## src/rtl/phb_pkg.sv

```systemverilog
// Shared types, constants and a checksum helper for the probe header builder.
`timescale 1ns / 1ps

package phb_pkg;

  localparam int unsigned WORD_W    = 32;
  localparam int unsigned MAX_WORDS = 10;
  localparam int unsigned CNT_W     = 4;
  localparam int unsigned CFG_IDX_W = 3;
  localparam int unsigned ACC_W     = 20;

  typedef enum logic [2:0] {
    OP_SYN  = 3'd0,
    OP_NULL = 3'd1,
    OP_ACK  = 3'd2,
    OP_FIN  = 3'd3,
    OP_XMAS = 3'd4,
    OP_UDP  = 3'd5
  } op_e;

  typedef enum logic [CFG_IDX_W-1:0] {
    CFG_IP_IDENT     = 3'd0,
    CFG_TIME_TO_LIVE = 3'd1,
    CFG_TCP_SEQUENCE = 3'd2,
    CFG_TCP_WINDOW   = 3'd3
  } cfg_idx_e;

  localparam logic [15:0] RST_IP_IDENT     = 16'd54321;
  localparam logic [7:0]  RST_TIME_TO_LIVE = 8'd255;
  localparam logic [31:0] RST_TCP_SEQUENCE = 32'd12345;
  localparam logic [15:0] RST_TCP_WINDOW   = 16'd5840;

  localparam logic [15:0] IP_VER_IHL_TOS = 16'h4500;
  localparam logic [7:0]  PROTO_TCP      = 8'd6;
  localparam logic [7:0]  PROTO_UDP      = 8'd17;
  localparam logic [15:0] TCP_TOTAL_LEN  = 16'd40;
  localparam logic [15:0] UDP_TOTAL_LEN  = 16'd28;
  localparam logic [15:0] TCP_SEG_LEN    = 16'd20;
  localparam logic [15:0] UDP_SEG_LEN    = 16'd8;
  localparam logic [7:0]  TCP_DATA_OFF   = 8'h50;
  localparam logic [15:0] CK_ALL_ONES    = 16'hFFFF;

  localparam logic [7:0] FLAG_SYN  = 8'h02;
  localparam logic [7:0] FLAG_NULL = 8'h00;
  localparam logic [7:0] FLAG_ACK  = 8'h10;
  localparam logic [7:0] FLAG_FIN  = 8'h01;
  localparam logic [7:0] FLAG_XMAS = 8'h29;

  localparam logic [CNT_W-1:0] TCP_WORDS = 4'd10;
  localparam logic [CNT_W-1:0] UDP_WORDS = 4'd7;

  typedef struct packed {
    logic [15:0] ip_ident;
    logic [7:0]  time_to_live;
    logic [31:0] tcp_sequence;
    logic [15:0] tcp_window;
  } cfg_t;

  typedef struct packed {
    logic [31:0] source_address;
    logic [31:0] target_address;
    logic [15:0] source_port;
    logic [15:0] target_port;
    logic [2:0]  operation;
  } item_t;

  typedef struct packed {
    logic [MAX_WORDS-1:0][WORD_W-1:0] words;
    logic [CNT_W-1:0]                 count;
    logic                             emit;
  } probe_t;

  // two end-around folds, then complement
  function automatic logic [15:0] fold_invert(input logic [ACC_W-1:0] acc);
    logic [16:0] s1;
    logic [15:0] s2;
    s1 = {1'b0, acc[15:0]} + 17'(acc[ACC_W-1:16]);
    s2 = s1[15:0] + 16'(s1[16]);
    return ~s2;
  endfunction

endpackage

```

## src/rtl/phb_cfg_regs.sv

```systemverilog
// Configuration register file: identification, TTL, sequence and window.
`timescale 1ns / 1ps

module phb_cfg_regs (
  input  logic                          clk_i,
  input  logic                          rst_ni,
  input  logic                          cfg_we_i,
  input  logic [phb_pkg::CFG_IDX_W-1:0] cfg_index_i,
  input  logic [31:0]                   cfg_data_i,
  output phb_pkg::cfg_t                 cfg_o
);
  import phb_pkg::*;

  cfg_t cfg_q, cfg_d;

  always_comb begin
    cfg_d = cfg_q;
    if (cfg_we_i) begin
      case (cfg_index_i)
        CFG_IP_IDENT:     cfg_d.ip_ident     = cfg_data_i[15:0];
        CFG_TIME_TO_LIVE: cfg_d.time_to_live = cfg_data_i[7:0];
        CFG_TCP_SEQUENCE: cfg_d.tcp_sequence = cfg_data_i;
        CFG_TCP_WINDOW:   cfg_d.tcp_window   = cfg_data_i[15:0];
        default:          cfg_d = cfg_q;
      endcase
    end
  end

  always_ff @(posedge clk_i or negedge rst_ni) begin
    if (!rst_ni) begin
      cfg_q.ip_ident     <= RST_IP_IDENT;
      cfg_q.time_to_live <= RST_TIME_TO_LIVE;
      cfg_q.tcp_sequence <= RST_TCP_SEQUENCE;
      cfg_q.tcp_window   <= RST_TCP_WINDOW;
    end else begin
      cfg_q <= cfg_d;
    end
  end

  assign cfg_o = cfg_q;

endmodule

```

## src/rtl/phb_csum.sv

```systemverilog
// Header assembly: builds all words of one probe including both checksums.
`timescale 1ns / 1ps

module phb_csum (
  input  phb_pkg::item_t  item_i,
  input  phb_pkg::cfg_t   cfg_i,
  output phb_pkg::probe_t probe_o
);
  import phb_pkg::*;

  logic              is_tcp, is_udp;
  logic [7:0]        flags;
  logic [7:0]        proto;
  logic [15:0]       total_len;
  logic [15:0]       seg_len;
  logic [ACC_W-1:0]  addr_acc;
  logic [ACC_W-1:0]  ip_acc;
  logic [ACC_W-1:0]  l4_acc;
  logic [15:0]       ip_ck;
  logic [15:0]       l4_ck;
  logic [15:0]       udp_ck;

  always_comb begin
    is_tcp = 1'b1;
    is_udp = 1'b0;
    case (item_i.operation)
      OP_SYN:  flags = FLAG_SYN;
      OP_NULL: flags = FLAG_NULL;
      OP_ACK:  flags = FLAG_ACK;
      OP_FIN:  flags = FLAG_FIN;
      OP_XMAS: flags = FLAG_XMAS;
      OP_UDP: begin
        flags  = FLAG_NULL;
        is_tcp = 1'b0;
        is_udp = 1'b1;
      end
      default: begin
        flags  = FLAG_NULL;
        is_tcp = 1'b0;
      end
    endcase
  end

  assign proto     = is_udp ? PROTO_UDP : PROTO_TCP;
  assign total_len = is_udp ? UDP_TOTAL_LEN : TCP_TOTAL_LEN;
  assign seg_len   = is_udp ? UDP_SEG_LEN : TCP_SEG_LEN;

  // address halves appear in both the IP header and the pseudo-header
  assign addr_acc = ACC_W'(item_i.source_address[31:16]) + ACC_W'(item_i.source_address[15:0])
                  + ACC_W'(item_i.target_address[31:16]) + ACC_W'(item_i.target_address[15:0]);

  assign ip_acc = addr_acc + ACC_W'(IP_VER_IHL_TOS) + ACC_W'(total_len)
                + ACC_W'(cfg_i.ip_ident) + ACC_W'({cfg_i.time_to_live, proto});

  assign l4_acc = addr_acc + ACC_W'(proto) + ACC_W'(seg_len)
                + ACC_W'(item_i.source_port) + ACC_W'(item_i.target_port)
                + (is_udp ? ACC_W'(UDP_SEG_LEN)
                          : ACC_W'(cfg_i.tcp_sequence[31:16])
                            + ACC_W'(cfg_i.tcp_sequence[15:0])
                            + ACC_W'({TCP_DATA_OFF, flags})
                            + ACC_W'(cfg_i.tcp_window));

  assign ip_ck  = fold_invert(ip_acc);
  assign l4_ck  = fold_invert(l4_acc);
  // zero means "no checksum" for UDP
  assign udp_ck = (l4_ck == 16'h0) ? CK_ALL_ONES : l4_ck;

  always_comb begin
    probe_o.words    = '0;
    probe_o.words[0] = {IP_VER_IHL_TOS, total_len};
    probe_o.words[1] = {cfg_i.ip_ident, 16'h0};
    probe_o.words[2] = {cfg_i.time_to_live, proto, ip_ck};
    probe_o.words[3] = item_i.source_address;
    probe_o.words[4] = item_i.target_address;
    probe_o.words[5] = {item_i.source_port, item_i.target_port};
    if (is_udp) begin
      probe_o.words[6] = {UDP_SEG_LEN, udp_ck};
    end else begin
      probe_o.words[6] = cfg_i.tcp_sequence;
      probe_o.words[8] = {TCP_DATA_OFF, flags, cfg_i.tcp_window};
      probe_o.words[9] = {l4_ck, 16'h0};
    end
    probe_o.count = is_udp ? UDP_WORDS : TCP_WORDS;
    probe_o.emit  = is_tcp | is_udp;
  end

endmodule

```

## src/rtl/phb_out.sv

```systemverilog
// Result register: holds one built probe and shifts its words out.
`timescale 1ns / 1ps

module phb_out (
  input  logic                       clk_i,
  input  logic                       rst_ni,
  input  logic                       load_i,
  input  phb_pkg::probe_t            probe_i,
  output logic                       free_o,
  input  logic                       out_stall_i,
  output logic                       out_valid_o,
  output logic [phb_pkg::WORD_W-1:0] header_word_o,
  output logic                       last_word_o
);
  import phb_pkg::*;

  logic [MAX_WORDS-1:0][WORD_W-1:0] words_q, words_d;
  logic [CNT_W-1:0]                 rem_q, rem_d;
  logic                             fire;

  assign out_valid_o   = (rem_q != '0);
  assign last_word_o   = (rem_q == CNT_W'(1));
  assign header_word_o = words_q[0];
  assign fire          = out_valid_o && !out_stall_i;
  assign free_o        = !out_valid_o || (fire && last_word_o);

  always_comb begin
    words_d = words_q;
    rem_d   = rem_q;
    if (load_i) begin
      words_d = probe_i.words;
      rem_d   = probe_i.count;
    end else if (fire) begin
      words_d = {{WORD_W{1'b0}}, words_q[MAX_WORDS-1:1]};
      rem_d   = rem_q - CNT_W'(1);
    end
  end

  always_ff @(posedge clk_i or negedge rst_ni) begin
    if (!rst_ni) begin
      rem_q <= '0;
    end else begin
      rem_q <= rem_d;
    end
  end

  always_ff @(posedge clk_i) begin
    words_q <= words_d;
  end

endmodule

```

## src/rtl/probe_header_builder.sv

```systemverilog
// Top level of the probe header builder: request register, header build, word output.
`timescale 1ns / 1ps

// Each request is registered, its IPv4 and TCP/UDP headers with both
// checksums are built in one step into the result register, and the words
// then leave one per cycle on the output channel while it is not stalled,
// first byte on the wire in bits 31..24. A TCP probe (SYN, NULL, ACK, FIN,
// XMAS) has 10 words, a UDP probe 7; unused kinds 6 and 7 produce no words
// and are dropped without waiting for the result register. The output port
// is the bottleneck. The request register takes the next request while the
// current probe drains, and its headers are loaded in the cycle the last
// word of the current probe is taken. Configure only while idle.

module probe_header_builder (
  input  logic                          clk_i,
  input  logic                          rst_ni,
  input  logic                          cfg_we_i,
  input  logic [phb_pkg::CFG_IDX_W-1:0] cfg_index_i,
  input  logic [31:0]                   cfg_data_i,
  input  logic                          in_valid_i,
  output logic                          in_stall_o,
  input  logic [31:0]                   source_address_i,
  input  logic [31:0]                   target_address_i,
  input  logic [15:0]                   source_port_i,
  input  logic [15:0]                   target_port_i,
  input  logic [2:0]                    operation_i,
  output logic                          out_valid_o,
  input  logic                          out_stall_i,
  output logic [31:0]                   header_word_o,
  output logic                          last_word_o
);
  import phb_pkg::*;

  cfg_t   cfg;
  item_t  item_q;
  probe_t probe;
  logic   req_vld_q, req_vld_d;
  logic   in_fire;
  logic   req_take;
  logic   out_free;

  phb_cfg_regs u_cfg (
    .clk_i       (clk_i),
    .rst_ni      (rst_ni),
    .cfg_we_i    (cfg_we_i),
    .cfg_index_i (cfg_index_i),
    .cfg_data_i  (cfg_data_i),
    .cfg_o       (cfg)
  );

  // kinds without output drop without waiting for the result register
  assign req_take   = req_vld_q && (!probe.emit || out_free);
  assign in_stall_o = req_vld_q && !req_take;
  assign in_fire    = in_valid_i && !in_stall_o;

  always_comb begin
    req_vld_d = req_vld_q;
    if (in_fire) begin
      req_vld_d = 1'b1;
    end else if (req_take) begin
      req_vld_d = 1'b0;
    end
  end

  always_ff @(posedge clk_i or negedge rst_ni) begin
    if (!rst_ni) begin
      req_vld_q <= 1'b0;
    end else begin
      req_vld_q <= req_vld_d;
    end
  end

  always_ff @(posedge clk_i) begin
    if (in_fire) begin
      item_q.source_address <= source_address_i;
      item_q.target_address <= target_address_i;
      item_q.source_port    <= source_port_i;
      item_q.target_port    <= target_port_i;
      item_q.operation      <= operation_i;
    end
  end

  phb_csum u_csum (
    .item_i  (item_q),
    .cfg_i   (cfg),
    .probe_o (probe)
  );

  phb_out u_out (
    .clk_i         (clk_i),
    .rst_ni        (rst_ni),
    .load_i        (req_take && probe.emit),
    .probe_i       (probe),
    .free_o        (out_free),
    .out_stall_i   (out_stall_i),
    .out_valid_o   (out_valid_o),
    .header_word_o (header_word_o),
    .last_word_o   (last_word_o)
  );

endmodule

```

## config.mk

```make
export PLATFORM = sky130hd
export DESIGN_NAME = probe_header_builder
export DESIGN_NICKNAME = d
export VERILOG_FILES = /design/src/rtl/phb_pkg.sv /design/src/rtl/phb_cfg_regs.sv /design/src/rtl/phb_csum.sv /design/src/rtl/phb_out.sv /design/src/rtl/probe_header_builder.sv
export SDC_FILE = /design/constraint.sdc
export NUM_CORES = 1
export LEC_CHECK = 0
export ABC_AREA = 1
export ABC_CLOCK_PERIOD_IN_PS = 9600
export BUFFER_PORTS_ARGS = -buffer_cell sky130_fd_sc_hd__buf_4
export CAP_MARGIN = 20
export CORE_MARGIN = 2
export CORE_UTILIZATION = 40
export DETAILED_ROUTE_END_ITERATION = 10
export PLACE_DENSITY = 0.62
export SLEW_MARGIN = 20
export SYNTH_ARGS = -nofsm -noshare
export SYNTH_HDL_FRONTEND = slang
export SYNTH_HIERARCHICAL = 1
export SYNTH_SLANG_ARGS = --single-unit
```

## constraint.sdc

```tcl
create_clock -name clk_i -period 9.6 [get_ports clk_i]
set_input_delay 0.96 -clock clk_i [delete_from_list [all_inputs] [get_ports clk_i]]
set_output_delay 0.96 -clock clk_i [all_outputs]
set_load 0.02 [all_outputs]
```

==> results.sh <==
export IMPL_status="finished, final reports clean"
export IMPL_port_buffers=173
export IMPL_cts_sinks=496
export IMPL_rsz0062_at_grt="yes"
export IMPL_dpl_instance_area_um2=31600
export IMPL_drtAntennaViolNets=0
export IMPL_synthArstFlopShare=0.155
export IMPL_grt_max_degree=181
export IMPL_worstMarginPinSlew_ns=1.12
export IMPL_drc=0
export IMPL_die_y_um=282
export IMPL_antenna_found_initial=1
export IMPL_routed_wl_mm=81.9
export IMPL_fin_worst_skew_ns=0.0412
export IMPL_ys_seq_elements=496
export IMPL_pre_cts_ws_ns=-0.199
export IMPL_numCtsBuffers=55
export IMPL_grt_pass1_wl_mm=121
export IMPL_slew_violations=0
export IMPL_antennaDiodeCount=0
export IMPL_cp_num_buf_inv=5
export IMPL_fillerInstances=7384
export IMPL_setup_viol=0
export IMPL_synth_commonest_cells="1302 x nand2_1, 419 x edfxtp_1, 380 x inv_1"
export IMPL_max_stage_delay_ns=0.53
export IMPL_first_pass_iters=5
export IMPL_clockBufferDepth=3
export IMPL_track_usage=0.204
export IMPL_cp_start_kind="flip-flop"
export IMPL_yosysMostFrequentCell="nand2_1"
export IMPL_place_gp_congestion=0.935
export IMPL_drtIter0Drc=1762
export IMPL_slowest_stage="fa_1"
export IMPL_crit_required_ns=10.08
export IMPL_final_area_um2=34700
export IMPL_syn_avg_cell_area_um2=9.09
export IMPL_hpwl_mm=60.9
export IMPL_vias=21169
export IMPL_hp_class="input port to asynchronous set/reset pin"
export IMPL_vias_per_cell=4.67
export IMPL_synth_area_leaders="edfxtp_1 41%, nand2_1 16%, fa_1 7.0%"
export IMPL_crit_path_end_kind="flip-flop"
export IMPL_cts_root_buf="clkbuf_16"
export IMPL_clk_pin_slew_ns=0.07
export IMPL_synth_area_um2=30800
export IMPL_synth_area_leader_cell="edfxtp_1"
export IMPL_final_util=0.456
export IMPL_wl_per_cell_um=18.1
export IMPL_rows=101
export IMPL_die_w_um=282
export IMPL_synthDistinctLibCells=41
export IMPL_ctsHoldBuffers=0
export IMPL_fmax_mhz=108
export IMPL_layout_nets=3841
export IMPL_overflow=0
export IMPL_crit_fanout=8
export IMPL_setup_slack_ns=0.361
export IMPL_core_area_um2=76100
export IMPL_ys_seq_area_frac=0.472
export IMPL_ys_flop_type="edfxtp_1"
export IMPL_netlist_instances=3387
export IMPL_worstSkewPairLatency_ns=0.63
export IMPL_path_delay_family="adder cells"
export IMPL_period_share=0.962
export IMPL_ctsHtreeMaxLevel=2
export IMPL_cap_viol_max_count=0
export IMPL_grt_pass1_vias=20218
export IMPL_synth_warnings=6
export IMPL_layout_min_cycle_time_ns=9.24
export IMPL_start_util=0.405
export IMPL_synth_edf_count=419
export IMPL_final_seq_area_um2=14500
export IMPL_die_area_um2=79200
export IMPL_drive_gt1_frac=0.180
export IMPL_netlist_area_leader_share=0.408
export IMPL_slew_headroom=0.254
export IMPL_crit_type="flip-flop to flip-flop"
export IMPL_multi_input_area_um2=13400
export IMPL_cp_data_arrival_time_ns=9.72
export IMPL_cts_tree="done"
export IMPL_syn_to_final_growth_pct=12.5
export IMPL_num_io_pins=174
export IMPL_finalSetupTns_ns=0
export IMPL_crit_path_frequent_cell="nand2_2"
export IMPL_finalHoldViolCount=0
-- layout by cell type, fill, tap and decap left out, drive strengths merged, types with 84 or more instances in the layout --
cell type,n
nor2,180
ha,134
edfxtp,419
conb,107
fa,108
inv,394
nand2,1337
a21oi,84
buf,277
nand3,140
-- worst register-to-register path: cells and delay by family (launching register included) --
family                     cells  cell delay (ns)
DFF                            1             0.41
buffers and inverters          5             0.37
and+or+nand+nor               37             3.67
adders and majority gates     10             3.67
AOI/OAI and AO/OA              5             0.72
xor gates and xnor gates       2             0.29
-- state kept, by name, indices dropped and copies added (netlist names) --
register	count
u_out/words_q	288
item_q	99
u_cfg/cfg_o	72
u_out/header_word_o	32
u_out/rem_q	4
req_vld_q	1
-- per-stage QoR --
step | cells | hold WS, ns
after detailed placement | 4396 | 0.459
after CTS | 4504 | 0.180
after global routing | 4536 | 0.185
after global placement | 4396 | 0.456
final | 4536 | 0.187
after floorplan | 3492 | 0.442
-- final cells by class --
type | count | area share
Timing Repair Buffer | 277 | 0.0612
Tap cell | 1030 | 0.0372
Multi-Input combinational cell | 2240 | 0.386
Sequential cell | 496 | 0.420
Clock buffer | 71 | 0.0430
Clock inverter | 32 | 0.0109
Inverter | 390 | 0.0425
-- cells by family after synthesis --
logic type / Yosys count / synth area share
xor gates and xnor gates: 57 / 0.0162
and+or+nand+nor: 1684 / 0.221
adders and majority gates: 242 / 0.125
buffers and inverters: 757 / 0.136
AOI/OAI and AO/OA: 149 / 0.0299
DFF: 496 / 0.472
other: 2 / 0.000244
-- per-layer routing --
layer | GRT usage | share of wire | vias to the layer above | routed length (µm)
li1 | - | - | 10433 | -
met4 | 0.0636 | 0.032 | 0 | 2650
met1 | 0.277 | 0.43 | 10014 | 35300
met3 | 0.0343 | 0.064 | 120 | 5230
met5 | 0 | 0 | - | 0
met2 | 0.332 | 0.47 | 602 | 38700
-- path summary, 6_finish.rpt --
check,startpoint,endpoint,slack (ns),cells after the start
setup / recovery,item_q[68],u_out/words_q[207],0.36,59
hold / removal,rst_ni,u_cfg/cfg_o[40],0.19,1
setup reg to reg,item_q[68],u_out/words_q[207],0.36,59
hold reg to reg,u_cfg/cfg_o[12],u_cfg/cfg_o[12],0.47,2
max in group asynchronous,rst_ni,u_cfg/cfg_o[62],8.26,2
min in group clk_i,u_cfg/cfg_o[12],u_cfg/cfg_o[12],0.47,2
-- timing repair --
action,CTS,global route
cloned,1,0
setup endpoints to repair,16,32
setup buffers,4,35
endpoints found under the hold margin,0,0
pin swaps,6,116
gates resized for setup,13,168
Power is not shown: default switching activity piles up to over one toggle a cycle in this logic, so the estimate is an artifact.
